--- config.mk ---
export PLATFORM = sky130hd
export DESIGN_NAME = iir_direct_form_filter
export DESIGN_NICKNAME = d
export VERILOG_FILES = /design/src/iirdf_pkg.sv /design/src/iirdf_ctrl.sv /design/src/iirdf_dp.sv /design/src/iir_direct_form_filter.sv
export SDC_FILE = /design/constraint.sdc
export NUM_CORES = 2
export LEC_CHECK = 0
export BUFFER_PORTS_ARGS = -buffer_cell sky130_fd_sc_hd__buf_4
export CAP_MARGIN = 5
export CORE_MARGIN = 4
export CORE_UTILIZATION = 35
export CTS_CLUSTER_DIAMETER = 100
export DETAILED_ROUTE_END_ITERATION = 8
export PLACE_DENSITY = 0.56
export SLEW_MARGIN = 20
export SYNTH_ARGS = -nofsm -noshare
export SYNTH_HDL_FRONTEND = slang
export SYNTH_HIERARCHICAL = 1
export SYNTH_SLANG_ARGS = --single-unit
--- constraint.sdc ---
create_clock -name clk_i -period 7.2 [get_ports clk_i]
set_input_delay 1.08 -clock clk_i [delete_from_list [all_inputs] [get_ports clk_i]]
set_output_delay 1.08 -clock clk_i [all_outputs]
set_load 0.01 [all_outputs]
--- src/iirdf_pkg.sv ---
// ----------------------------------------------------------------------------
// iirdf_pkg
// Shared types and fixed-point constants for the direct-form-I IIR filter.
// ----------------------------------------------------------------------------
package iirdf_pkg;

  localparam int SAMPLE_W   = 16;
  localparam int COEF_W     = 18;
  localparam int PROD_W     = SAMPLE_W + COEF_W;
  localparam int ACC_W      = 40;
  localparam int FRAC_BITS  = 14;
  localparam int CNT_REG_W  = 4;
  localparam int CFG_IDX_W  = 2;
  localparam int FUNC_W     = 2;
  localparam int COEF_IDX_W = 3;

  localparam logic signed [ACC_W-1:0]    ROUND_HALF = ACC_W'(1 << (FRAC_BITS - 1));
  localparam logic signed [SAMPLE_W-1:0] SAMPLE_MAX = 16'sh7FFF;
  localparam logic signed [SAMPLE_W-1:0] SAMPLE_MIN = 16'sh8000;

  typedef enum logic [FUNC_W-1:0] {
    FUNC_SAMPLE = 2'd0,
    FUNC_LOAD_B = 2'd1,
    FUNC_LOAD_A = 2'd2
  } func_e;

  typedef enum logic [CFG_IDX_W-1:0] {
    CFG_B_COUNT = 2'd0,
    CFG_A_COUNT = 2'd1
  } cfg_reg_e;

  typedef struct packed {
    logic load_item;
    logic hist_we;
    logic coef_we_b;
    logic coef_we_a;
    logic item_ok;
    logic tap_en;
    logic tap_fb;
    logic clr_hist;
    logic commit;
  } iirdf_cmd_t;

  typedef struct packed {
    logic out_free;
  } iirdf_status_t;

endpackage

--- src/iirdf_ctrl.sv ---
// ----------------------------------------------------------------------------
// iirdf_ctrl
// Sequencer for the IIR filter: holds the tap counts, accepts requests and
// steps the shared multiply-accumulate through the active taps.
// ----------------------------------------------------------------------------
module iirdf_ctrl #(
  parameter int MAX_TAPS = 8,
  localparam int IDX_W = $clog2(MAX_TAPS),
  localparam int CNT_W = $clog2(MAX_TAPS + 1)
) (
  input  logic                                  clk_i,
  input  logic                                  rst_ni,
  input  logic                                  in_valid_i,
  output logic                                  in_stall_o,
  input  logic [iirdf_pkg::FUNC_W-1:0]          func_i,
  input  logic [iirdf_pkg::COEF_IDX_W-1:0]      coef_index_i,
  input  logic                                  cfg_valid_i,
  input  logic [iirdf_pkg::CFG_IDX_W-1:0]       cfg_index_i,
  input  logic [iirdf_pkg::CNT_REG_W-1:0]       cfg_data_i,
  output iirdf_pkg::iirdf_cmd_t                 cmd_o,
  output logic [IDX_W-1:0]                      tap_idx_o,
  input  iirdf_pkg::iirdf_status_t              status_i
);
  import iirdf_pkg::*;

  typedef enum logic [4:0] {
    S_IDLE  = 5'b00001,
    S_FWD   = 5'b00010,
    S_FB    = 5'b00100,
    S_DRAIN = 5'b01000,
    S_DONE  = 5'b10000
  } state_e;

  state_e                 state_q, state_d;
  logic [IDX_W-1:0]       cnt_q, cnt_d;
  logic [CNT_REG_W-1:0]   b_count_q, a_count_q;
  logic [CNT_W-1:0]       nb_eff, na_eff;
  logic                   idx_ok_b, idx_ok_a, last_b, last_a;

  function automatic logic [CNT_W-1:0] eff_count(input logic [CNT_REG_W-1:0] c);
    logic [CNT_W-1:0] r;
    if (c == '0) begin
      r = CNT_W'(1);
    end else if (int'(c) > MAX_TAPS) begin
      r = CNT_W'(MAX_TAPS);
    end else begin
      r = CNT_W'(c);
    end
    return r;
  endfunction

  assign nb_eff   = eff_count(b_count_q);
  assign na_eff   = eff_count(a_count_q);
  assign idx_ok_b = int'(coef_index_i) < int'(nb_eff);
  assign idx_ok_a = int'(coef_index_i) < int'(na_eff);
  assign last_b   = (CNT_W'(cnt_q) + CNT_W'(1)) == nb_eff;
  assign last_a   = (CNT_W'(cnt_q) + CNT_W'(1)) == na_eff;

  assign tap_idx_o  = cnt_q;
  assign in_stall_o = (state_q != S_IDLE);

  always_comb begin
    state_d = state_q;
    cnt_d   = cnt_q;
    cmd_o   = '0;
    case (state_q)
      S_IDLE: begin
        if (in_valid_i) begin
          cmd_o.load_item = 1'b1;
          state_d         = S_DONE;
          case (func_i)
            FUNC_SAMPLE: begin
              cmd_o.hist_we = 1'b1;
              cmd_o.item_ok = 1'b1;
              cnt_d         = '0;
              state_d       = S_FWD;
            end
            FUNC_LOAD_B: begin
              cmd_o.coef_we_b = idx_ok_b;
              cmd_o.item_ok   = idx_ok_b;
            end
            FUNC_LOAD_A: begin
              cmd_o.coef_we_a = idx_ok_a;
              cmd_o.item_ok   = idx_ok_a;
            end
            default: begin
              cmd_o.item_ok = 1'b0;
            end
          endcase
        end
      end
      S_FWD: begin
        cmd_o.tap_en = 1'b1;
        if (last_b) begin
          if (na_eff > CNT_W'(1)) begin
            cnt_d   = IDX_W'(1);
            state_d = S_FB;
          end else begin
            cnt_d   = '0;
            state_d = S_DRAIN;
          end
        end else begin
          cnt_d = cnt_q + IDX_W'(1);
        end
      end
      S_FB: begin
        cmd_o.tap_en = 1'b1;
        cmd_o.tap_fb = 1'b1;
        if (last_a) begin
          cnt_d   = '0;
          state_d = S_DRAIN;
        end else begin
          cnt_d = cnt_q + IDX_W'(1);
        end
      end
      S_DRAIN: begin
        if (cnt_q == IDX_W'(1)) begin
          state_d = S_DONE;
        end else begin
          cnt_d = cnt_q + IDX_W'(1);
        end
      end
      S_DONE: begin
        if (status_i.out_free) begin
          cmd_o.commit = 1'b1;
          state_d      = S_IDLE;
        end
      end
      default: begin
        state_d = S_IDLE;
      end
    endcase
    if (cfg_valid_i && (cfg_index_i == CFG_B_COUNT || cfg_index_i == CFG_A_COUNT)) begin
      cmd_o.clr_hist = 1'b1;
    end
  end

  always_ff @(posedge clk_i or negedge rst_ni) begin
    if (!rst_ni) begin
      state_q   <= S_IDLE;
      cnt_q     <= '0;
      b_count_q <= CNT_REG_W'(1);
      a_count_q <= CNT_REG_W'(1);
    end else begin
      state_q <= state_d;
      cnt_q   <= cnt_d;
      if (cfg_valid_i && cfg_index_i == CFG_B_COUNT) begin
        b_count_q <= cfg_data_i;
      end
      if (cfg_valid_i && cfg_index_i == CFG_A_COUNT) begin
        a_count_q <= cfg_data_i;
      end
    end
  end

endmodule

--- src/iirdf_dp.sv ---
// ----------------------------------------------------------------------------
// iirdf_dp
// Datapath of the IIR filter: sample and coefficient memories, the pipelined
// multiply-accumulate, rounding with saturation and the output register.
// ----------------------------------------------------------------------------
module iirdf_dp #(
  parameter int MAX_TAPS = 8,
  localparam int IDX_W = $clog2(MAX_TAPS),
  localparam int CNT_W = $clog2(MAX_TAPS + 1)
) (
  input  logic                                       clk_i,
  input  logic                                       rst_ni,
  input  iirdf_pkg::iirdf_cmd_t                      cmd_i,
  input  logic [IDX_W-1:0]                           tap_idx_i,
  output iirdf_pkg::iirdf_status_t                   status_o,
  input  logic signed [iirdf_pkg::SAMPLE_W-1:0]      sample_in_i,
  input  logic [iirdf_pkg::COEF_IDX_W-1:0]           coef_index_i,
  input  logic signed [iirdf_pkg::COEF_W-1:0]        coef_value_i,
  input  logic                                       out_stall_i,
  output logic                                       out_valid_o,
  output logic signed [iirdf_pkg::SAMPLE_W-1:0]      sample_out_o,
  output logic                                       accepted_o
);
  import iirdf_pkg::*;

  localparam int SHF_W = ACC_W - FRAC_BITS + 1;

  logic signed [SAMPLE_W-1:0] in_hist  [MAX_TAPS];
  logic signed [SAMPLE_W-1:0] out_hist [MAX_TAPS];
  logic signed [COEF_W-1:0]   coef_b   [MAX_TAPS];
  logic signed [COEF_W-1:0]   coef_a   [MAX_TAPS];
  logic [MAX_TAPS-1:0]        cb_vld_q, ca_vld_q;

  logic [IDX_W-1:0]           pos_q;
  logic [CNT_W-1:0]           fill_q;
  logic                       is_sample_q, ok_q;

  logic [IDX_W:0]             diff;
  logic [IDX_W-1:0]           rd_addr, wr_idx;
  logic                       rd_ok;

  logic                       s1_v_q, s1_fb_q, h_ok_q, c_ok_q;
  logic signed [SAMPLE_W-1:0] hist_q, op_h;
  logic signed [COEF_W-1:0]   coef_q, op_c;
  logic                       s2_v_q, s2_fb_q;
  logic signed [PROD_W-1:0]   prod_d, prod_q;
  logic signed [ACC_W-1:0]    acc_q;

  logic signed [ACC_W:0]      rnd;
  logic signed [SHF_W-1:0]    shf;
  logic signed [SAMPLE_W-1:0] y;

  logic                       out_valid_q, accepted_q;
  logic signed [SAMPLE_W-1:0] sample_out_q;

  assign wr_idx  = IDX_W'(coef_index_i);
  assign diff    = {1'b0, pos_q} - {1'b0, tap_idx_i};
  assign rd_addr = diff[IDX_W] ? IDX_W'(diff + (IDX_W + 1)'(MAX_TAPS)) : diff[IDX_W-1:0];
  assign rd_ok   = (CNT_W'(rd_addr) < fill_q) || (!cmd_i.tap_fb && rd_addr == pos_q);

  assign op_h   = h_ok_q ? hist_q : '0;
  assign op_c   = c_ok_q ? coef_q : '0;
  assign prod_d = op_h * op_c;

  assign rnd = (ACC_W + 1)'(acc_q) + (ACC_W + 1)'(ROUND_HALF);
  assign shf = signed'(rnd[ACC_W:FRAC_BITS]);

  always_comb begin
    if (shf > SHF_W'(SAMPLE_MAX)) begin
      y = SAMPLE_MAX;
    end else if (shf < SHF_W'(SAMPLE_MIN)) begin
      y = SAMPLE_MIN;
    end else begin
      y = shf[SAMPLE_W-1:0];
    end
  end

  always_ff @(posedge clk_i) begin
    if (cmd_i.hist_we) begin
      in_hist[pos_q] <= sample_in_i;
    end
    if (cmd_i.commit && is_sample_q) begin
      out_hist[pos_q] <= y;
    end
    if (cmd_i.coef_we_b) begin
      coef_b[wr_idx] <= coef_value_i;
    end
    if (cmd_i.coef_we_a) begin
      coef_a[wr_idx] <= coef_value_i;
    end
    if (cmd_i.tap_en) begin
      hist_q <= cmd_i.tap_fb ? out_hist[rd_addr] : in_hist[rd_addr];
      coef_q <= cmd_i.tap_fb ? coef_a[tap_idx_i] : coef_b[tap_idx_i];
    end
  end

  always_ff @(posedge clk_i) begin
    if (cmd_i.tap_en) begin
      h_ok_q <= rd_ok;
      c_ok_q <= cmd_i.tap_fb ? ca_vld_q[tap_idx_i] : cb_vld_q[tap_idx_i];
    end
    if (cmd_i.load_item) begin
      is_sample_q <= cmd_i.hist_we;
      ok_q        <= cmd_i.item_ok;
    end
    prod_q <= prod_d;
    if (cmd_i.load_item) begin
      acc_q <= '0;
    end else if (s2_v_q) begin
      acc_q <= s2_fb_q ? acc_q - ACC_W'(prod_q) : acc_q + ACC_W'(prod_q);
    end
    if (cmd_i.commit) begin
      sample_out_q <= is_sample_q ? y : '0;
      accepted_q   <= ok_q;
    end
  end

  always_ff @(posedge clk_i or negedge rst_ni) begin
    if (!rst_ni) begin
      cb_vld_q    <= '0;
      ca_vld_q    <= '0;
      pos_q       <= '0;
      fill_q      <= '0;
      s1_v_q      <= 1'b0;
      s1_fb_q     <= 1'b0;
      s2_v_q      <= 1'b0;
      s2_fb_q     <= 1'b0;
      out_valid_q <= 1'b0;
    end else begin
      if (cmd_i.coef_we_b) begin
        cb_vld_q[wr_idx] <= 1'b1;
      end
      if (cmd_i.coef_we_a) begin
        ca_vld_q[wr_idx] <= 1'b1;
      end
      if (cmd_i.clr_hist) begin
        pos_q  <= '0;
        fill_q <= '0;
      end else if (cmd_i.commit && is_sample_q) begin
        pos_q <= (pos_q == IDX_W'(MAX_TAPS - 1)) ? '0 : pos_q + IDX_W'(1);
        if (fill_q != CNT_W'(MAX_TAPS)) begin
          fill_q <= fill_q + CNT_W'(1);
        end
      end
      s1_v_q  <= cmd_i.tap_en;
      s1_fb_q <= cmd_i.tap_fb;
      s2_v_q  <= s1_v_q;
      s2_fb_q <= s1_fb_q;
      if (cmd_i.commit) begin
        out_valid_q <= 1'b1;
      end else if (!out_stall_i) begin
        out_valid_q <= 1'b0;
      end
    end
  end

  assign status_o.out_free = !out_valid_q || !out_stall_i;
  assign out_valid_o       = out_valid_q;
  assign sample_out_o      = sample_out_q;
  assign accepted_o        = accepted_q;

endmodule

--- src/iir_direct_form_filter.sv ---
// ----------------------------------------------------------------------------
// iir_direct_form_filter
// A sample request steps the single multiply-accumulate through the active
// taps, one tap per cycle; the tap counts are read with zero as one and values
// above MAX_TAPS as MAX_TAPS. The result register lets the next request enter
// while a result is still stalled at the output.
// Reset clears histories, coefficients and sets both tap counts to one.
// ----------------------------------------------------------------------------
module iir_direct_form_filter #(
  parameter int MAX_TAPS = 8
) (
  input  logic                                  clk_i,
  input  logic                                  rst_ni,
  input  logic                                  in_valid_i,
  output logic                                  in_stall_o,
  input  logic [iirdf_pkg::FUNC_W-1:0]          func_i,
  input  logic signed [iirdf_pkg::SAMPLE_W-1:0] sample_in_i,
  input  logic [iirdf_pkg::COEF_IDX_W-1:0]      coef_index_i,
  input  logic signed [iirdf_pkg::COEF_W-1:0]   coef_value_i,
  output logic                                  out_valid_o,
  input  logic                                  out_stall_i,
  output logic signed [iirdf_pkg::SAMPLE_W-1:0] sample_out_o,
  output logic                                  accepted_o,
  input  logic                                  cfg_valid_i,
  output logic                                  cfg_ready_o,
  input  logic [iirdf_pkg::CFG_IDX_W-1:0]       cfg_index_i,
  input  logic [iirdf_pkg::CNT_REG_W-1:0]       cfg_data_i
);
  import iirdf_pkg::*;

  localparam int IDX_W = $clog2(MAX_TAPS);

  iirdf_cmd_t       cmd;
  iirdf_status_t    status;
  logic [IDX_W-1:0] tap_idx;

  assign cfg_ready_o = 1'b1;

  iirdf_ctrl #(
    .MAX_TAPS (MAX_TAPS)
  ) u_ctrl (
    .clk_i        (clk_i),
    .rst_ni       (rst_ni),
    .in_valid_i   (in_valid_i),
    .in_stall_o   (in_stall_o),
    .func_i       (func_i),
    .coef_index_i (coef_index_i),
    .cfg_valid_i  (cfg_valid_i),
    .cfg_index_i  (cfg_index_i),
    .cfg_data_i   (cfg_data_i),
    .cmd_o        (cmd),
    .tap_idx_o    (tap_idx),
    .status_i     (status)
  );

  iirdf_dp #(
    .MAX_TAPS (MAX_TAPS)
  ) u_dp (
    .clk_i        (clk_i),
    .rst_ni       (rst_ni),
    .cmd_i        (cmd),
    .tap_idx_i    (tap_idx),
    .status_o     (status),
    .sample_in_i  (sample_in_i),
    .coef_index_i (coef_index_i),
    .coef_value_i (coef_value_i),
    .out_stall_i  (out_stall_i),
    .out_valid_o  (out_valid_o),
    .sample_out_o (sample_out_o),
    .accepted_o   (accepted_o)
  );

  a_busy_after_request: assert property (@(posedge clk_i) disable iff (!rst_ni)
    (in_valid_i && !in_stall_o) |=> in_stall_o)
    else $error("Request accepted but the block did not turn busy.");

  a_reject_gives_zero: assert property (@(posedge clk_i) disable iff (!rst_ni)
    (out_valid_o && !accepted_o) |-> (sample_out_o == '0))
    else $error("Rejected request returned a nonzero sample.");

  a_result_follows_work: assert property (@(posedge clk_i) disable iff (!rst_ni)
    $rose(out_valid_o) |-> $past(in_stall_o))
    else $error("Result appeared without a request in progress.");

  a_tap_only_when_busy: assert property (@(posedge clk_i) disable iff (!rst_ni)
    cmd.tap_en |-> (in_stall_o && !cmd.commit))
    else $error("Tap issued outside a sample computation.");

endmodule

==> impl_metrics.yaml <==
outcome:
  status: "complete, no violations"
route:
  postRouteWirelength_um: 102000
  wire_per_inst_um: 21.2
  drt_pass1_iterations: 6
  vias_per_cell: 5.11
  via_count: 24600
  drt.antenna.violating_nets: 0
  route.detailed.drc: 0
  first_iter_violations: 1645
die:
  ios: 70
  fp.dieArea_um2: 124000
  start_util_pct: 35.4
  core_um2: 117000
  fp.dieW_um: 352
  fp-row-count: 125
  die_h_um: 352
timing:
  hold_viol: 0
  slew_violations: 0
  post-route-period-util_pct: 94.0
  period_minus_slack_ps: 6770
  fin_setup_tns_ps: 0
  rsz0062_at_grt: "false"
  slew_headroom_pct: 34.7
  setup_violations: 0
  fin_skew_ps: 25.8
  timing.fmax_ghz: 0.148
  worst_slew_pin_slew_ps: 980
worst_hold_path:
  min_to: "u_dp/s2_v_q"
  hold_path_depth: 0
  hold_path_class: "reg -> reg"
  hold_start: "u_dp/s1_v_q"
critical_path:
  critical_path.endpoint_type: "flop"
  path_buf_inv: 5
  rrSetupSlack_ps: 430
  r2r.worst_path.cells: 22
  cp.arrival_ps: 7300
  path_max_fanout: 42
  r2r_start: "u_dp/h_ok_q"
  crit_top_cell: "fa_1"
  path_cells: "buf_12, and2_1, buf_4, nand2_1, fa_1, inv_1, fa_1, fa_1, fa_1, fa_1, inv_1, fa_1, inv_1, ha_1, a21o_1, a21oi_1, nor2b_1, o41ai_1, a31oi_1, a211oi_1, a21oi_1, xor2_1"
  slowest_stage: "fa_1"
  crit_family: "adder cells"
  reg2reg_to: "u_dp/prod_q[32]"
  critical-path-max-stage-delay_ps: 550
  critPathLaunchType: "flop"
  worstPathRequired_ps: 7730
  worstSetupPathType: "reg -> reg"
logic_synthesis:
  avgSynthCellArea_um2: 13.2
  async_reset_ff_share_pct: 6.14
  synth_cells: 3128
  synth_ff_type: "edfxtp_1"
  yosysSeqAreaShare_pct: 49.7
  yosys_warnings: 6
  synth_edf_count: 599
  ys_ff_latch: 717
  yosysUniqueCellTypes: 96
  syn-num-nets: 3610
  syn_area_um2: 41400
pwr:
  p_per_area_nw_per_um2: 352
  power_uw: 16500
  vdd_drop_max_mv: 0.237
  p_leak_uw: 0.0179
clock_network:
  clkLatencyLatePin_ps: 650
  path_clk_slew_ps: 60
  cts_setup_buffers: 0
  cts-buffers-inserted: 82
  cts_root_buf: "clkbuf_16"
  cts-htree-levels: 3
  clockBufferDepth: 3
  cts_tree: "yes"
  cts.sinks: 717
final_layout:
  layout_common_cells: "edfxtp_1 (599), inv_1 (354), nor2_1 (334), fa_1 (291), nand2_1 (220)"
  drive_above_1_share_pct: 16.6
  fin_area_um2: 46800
  fill_cells: 10800
  regArea_um2: 20600
  num_antenna_cells: 0
  layout_commonest_cell: "edfxtp_1"
  multi_input_area_um2: 19100
  area_delta_synth_final_pct: 13.0
  num-nets-final: 3706
grt:
  grt_pass1_wl_um: 155000
  grt_max_degree: 50
  grt_pass1_vias: 25100
  overflow: 0
  antenna_found_initial: 2
  gr-usage-all-layers_pct: 16.7
placed_design:
  hpwl_um: 72000
  postPlaceCellArea_um2: 44000
  io_buffers: 68
  place.gp.congestion: 0.936
run:
  cap_violations: 0
state kept, by name, indices dropped and copies added (netlist names), 3 cells and up:
register / flops
u_dp/hist_q: 16
u_ctrl/b_count_q: 4
u_dp/pos_q: 3
u_dp/cb_vld_q: 8
u_dp/fill_q: 4
u_ctrl/a_count_q: 4
u_ctrl/tap_idx_o: 3
u_dp/prod_q: 34
u_ctrl/state_q: 5
u_dp/out_hist: 128
u_dp/acc_q: 40
u_dp/in_hist: 128
u_dp/coef_b: 144
u_dp/coef_q: 18
u_dp/coef_a: 144
u_dp/sample_out_o: 16
u_dp/ca_vld_q: 8
worst max-delay path by stage:
stage | from | end | slack, ps | cells past startpoint
after floorplan | u_dp/c_ok_q | u_dp/prod_q[33] | 810 | 23
after detailed placement | u_dp/c_ok_q | u_dp/prod_q[33] | 120 | 24
after global placement | u_dp/c_ok_q | u_dp/prod_q[33] | 140 | 24
after CTS | u_dp/c_ok_q | u_dp/prod_q[33] | 100 | 24
after global routing | u_dp/c_ok_q | u_dp/prod_q[33] | 30 | 24
final | u_dp/h_ok_q | u_dp/prod_q[32] | 430 | 22
area by class of cell:
type                    instances  area share, %
clock inverters                50           1.08
well taps                    1524           4.08
flip-flops and latches        717           44.0
repair buffers                141           2.32
multi-input cells            1925           40.9
clock buffers                 102           4.77
inverters                     357           2.87
Yosys cell counts (all sizes together) (9+ instances only):
master | count | area (um^2)
edfxtp | 599 | 18000
inv | 357 | 1340
nor2 | 348 | 1310
fa | 292 | 5850
nand2 | 222 | 833
mux4 | 175 | 3940
ha | 140 | 1750
clkbuf | 107 | 424
a21oi | 101 | 521
xnor2 | 95 | 832
dfxtp | 74 | 1480
o21ai | 63 | 315
a21o | 44 | 332
nand3 | 44 | 220
dfrtp | 41 | 1030
nor3 | 41 | 205
xor2 | 35 | 307
nand2b | 32 | 213
and2 | 30 | 188
mux2i | 29 | 303
buf | 22 | 91.3
or2 | 21 | 134
nand4 | 19 | 119
o21bai | 17 | 128
nor2b | 15 | 93.8
nor4 | 15 | 143
a31oi | 11 | 68.8
o21a | 10 | 75.1
mux2 | 9 | 101
report_power, final:
part	internal [uW]	switching (uW)
Clock	2480	1720
Combinational	2600	3950
Sequential	5370	345
cells by family after synthesis:
kind of cell	synth area share, %
and+or+nand+nor	9.26
adders and majority gates	18.4
DFF	49.7
buffers and inverters	4.48
AOI/OAI and AO/OA	4.91
xor gates and xnor gates	2.75
other	0.00906
muxes	10.5
worst reg2reg max path: stages (launching register included):
cell      delay (ps)
edfxtp_1         370
buf_12           210
and2_1           320
buf_4            230
nand2_1           80
fa_1             490
inv_1             60
fa_1             520
fa_1             550
fa_1             530
fa_1             550
inv_1             50
fa_1             530
inv_1             40
ha_1             360
a21o_1           180
a21oi_1          230
nor2b_1          110
o41ai_1          360
a31oi_1          230
a211oi_1         380
a21oi_1          140
xor2_1           160
stage by stage:
stage | utilization [%] | std cells | setup WS (ps) | hold WS [ps]
6_report | 40.0 | 4816 | 431 | 346
5_1_grt | 40.0 | 4816 | 31.4 | 356
4_1_cts | 40.0 | 4816 | 98.4 | 348
3_5_place_dp | 37.6 | 4664 | 122 | 336
3_3_place_gp | 37.6 | 4664 | 138 | 334
2_1_floorplan | - | 3128 | 809 | 331
layer usage:
layer / GRT usage, % / part of all wire, % / up-vias
met5: 0 / 0.020 / -
met4: 6.74 / 4.2 / 2
met3: 2.98 / 5.2 / 161
met2: 27.8 / 49 / 587
met1: 21.7 / 42 / 12700
li1: - / - / 11200
what timing repair did:
action	CTS	global route
hold buffers	0	0
hold endpoints to repair	0	0
endpoints found under the setup margin	0	5
resized for setup	0	11
Note: power is estimated with default switching activity, not from simulation.
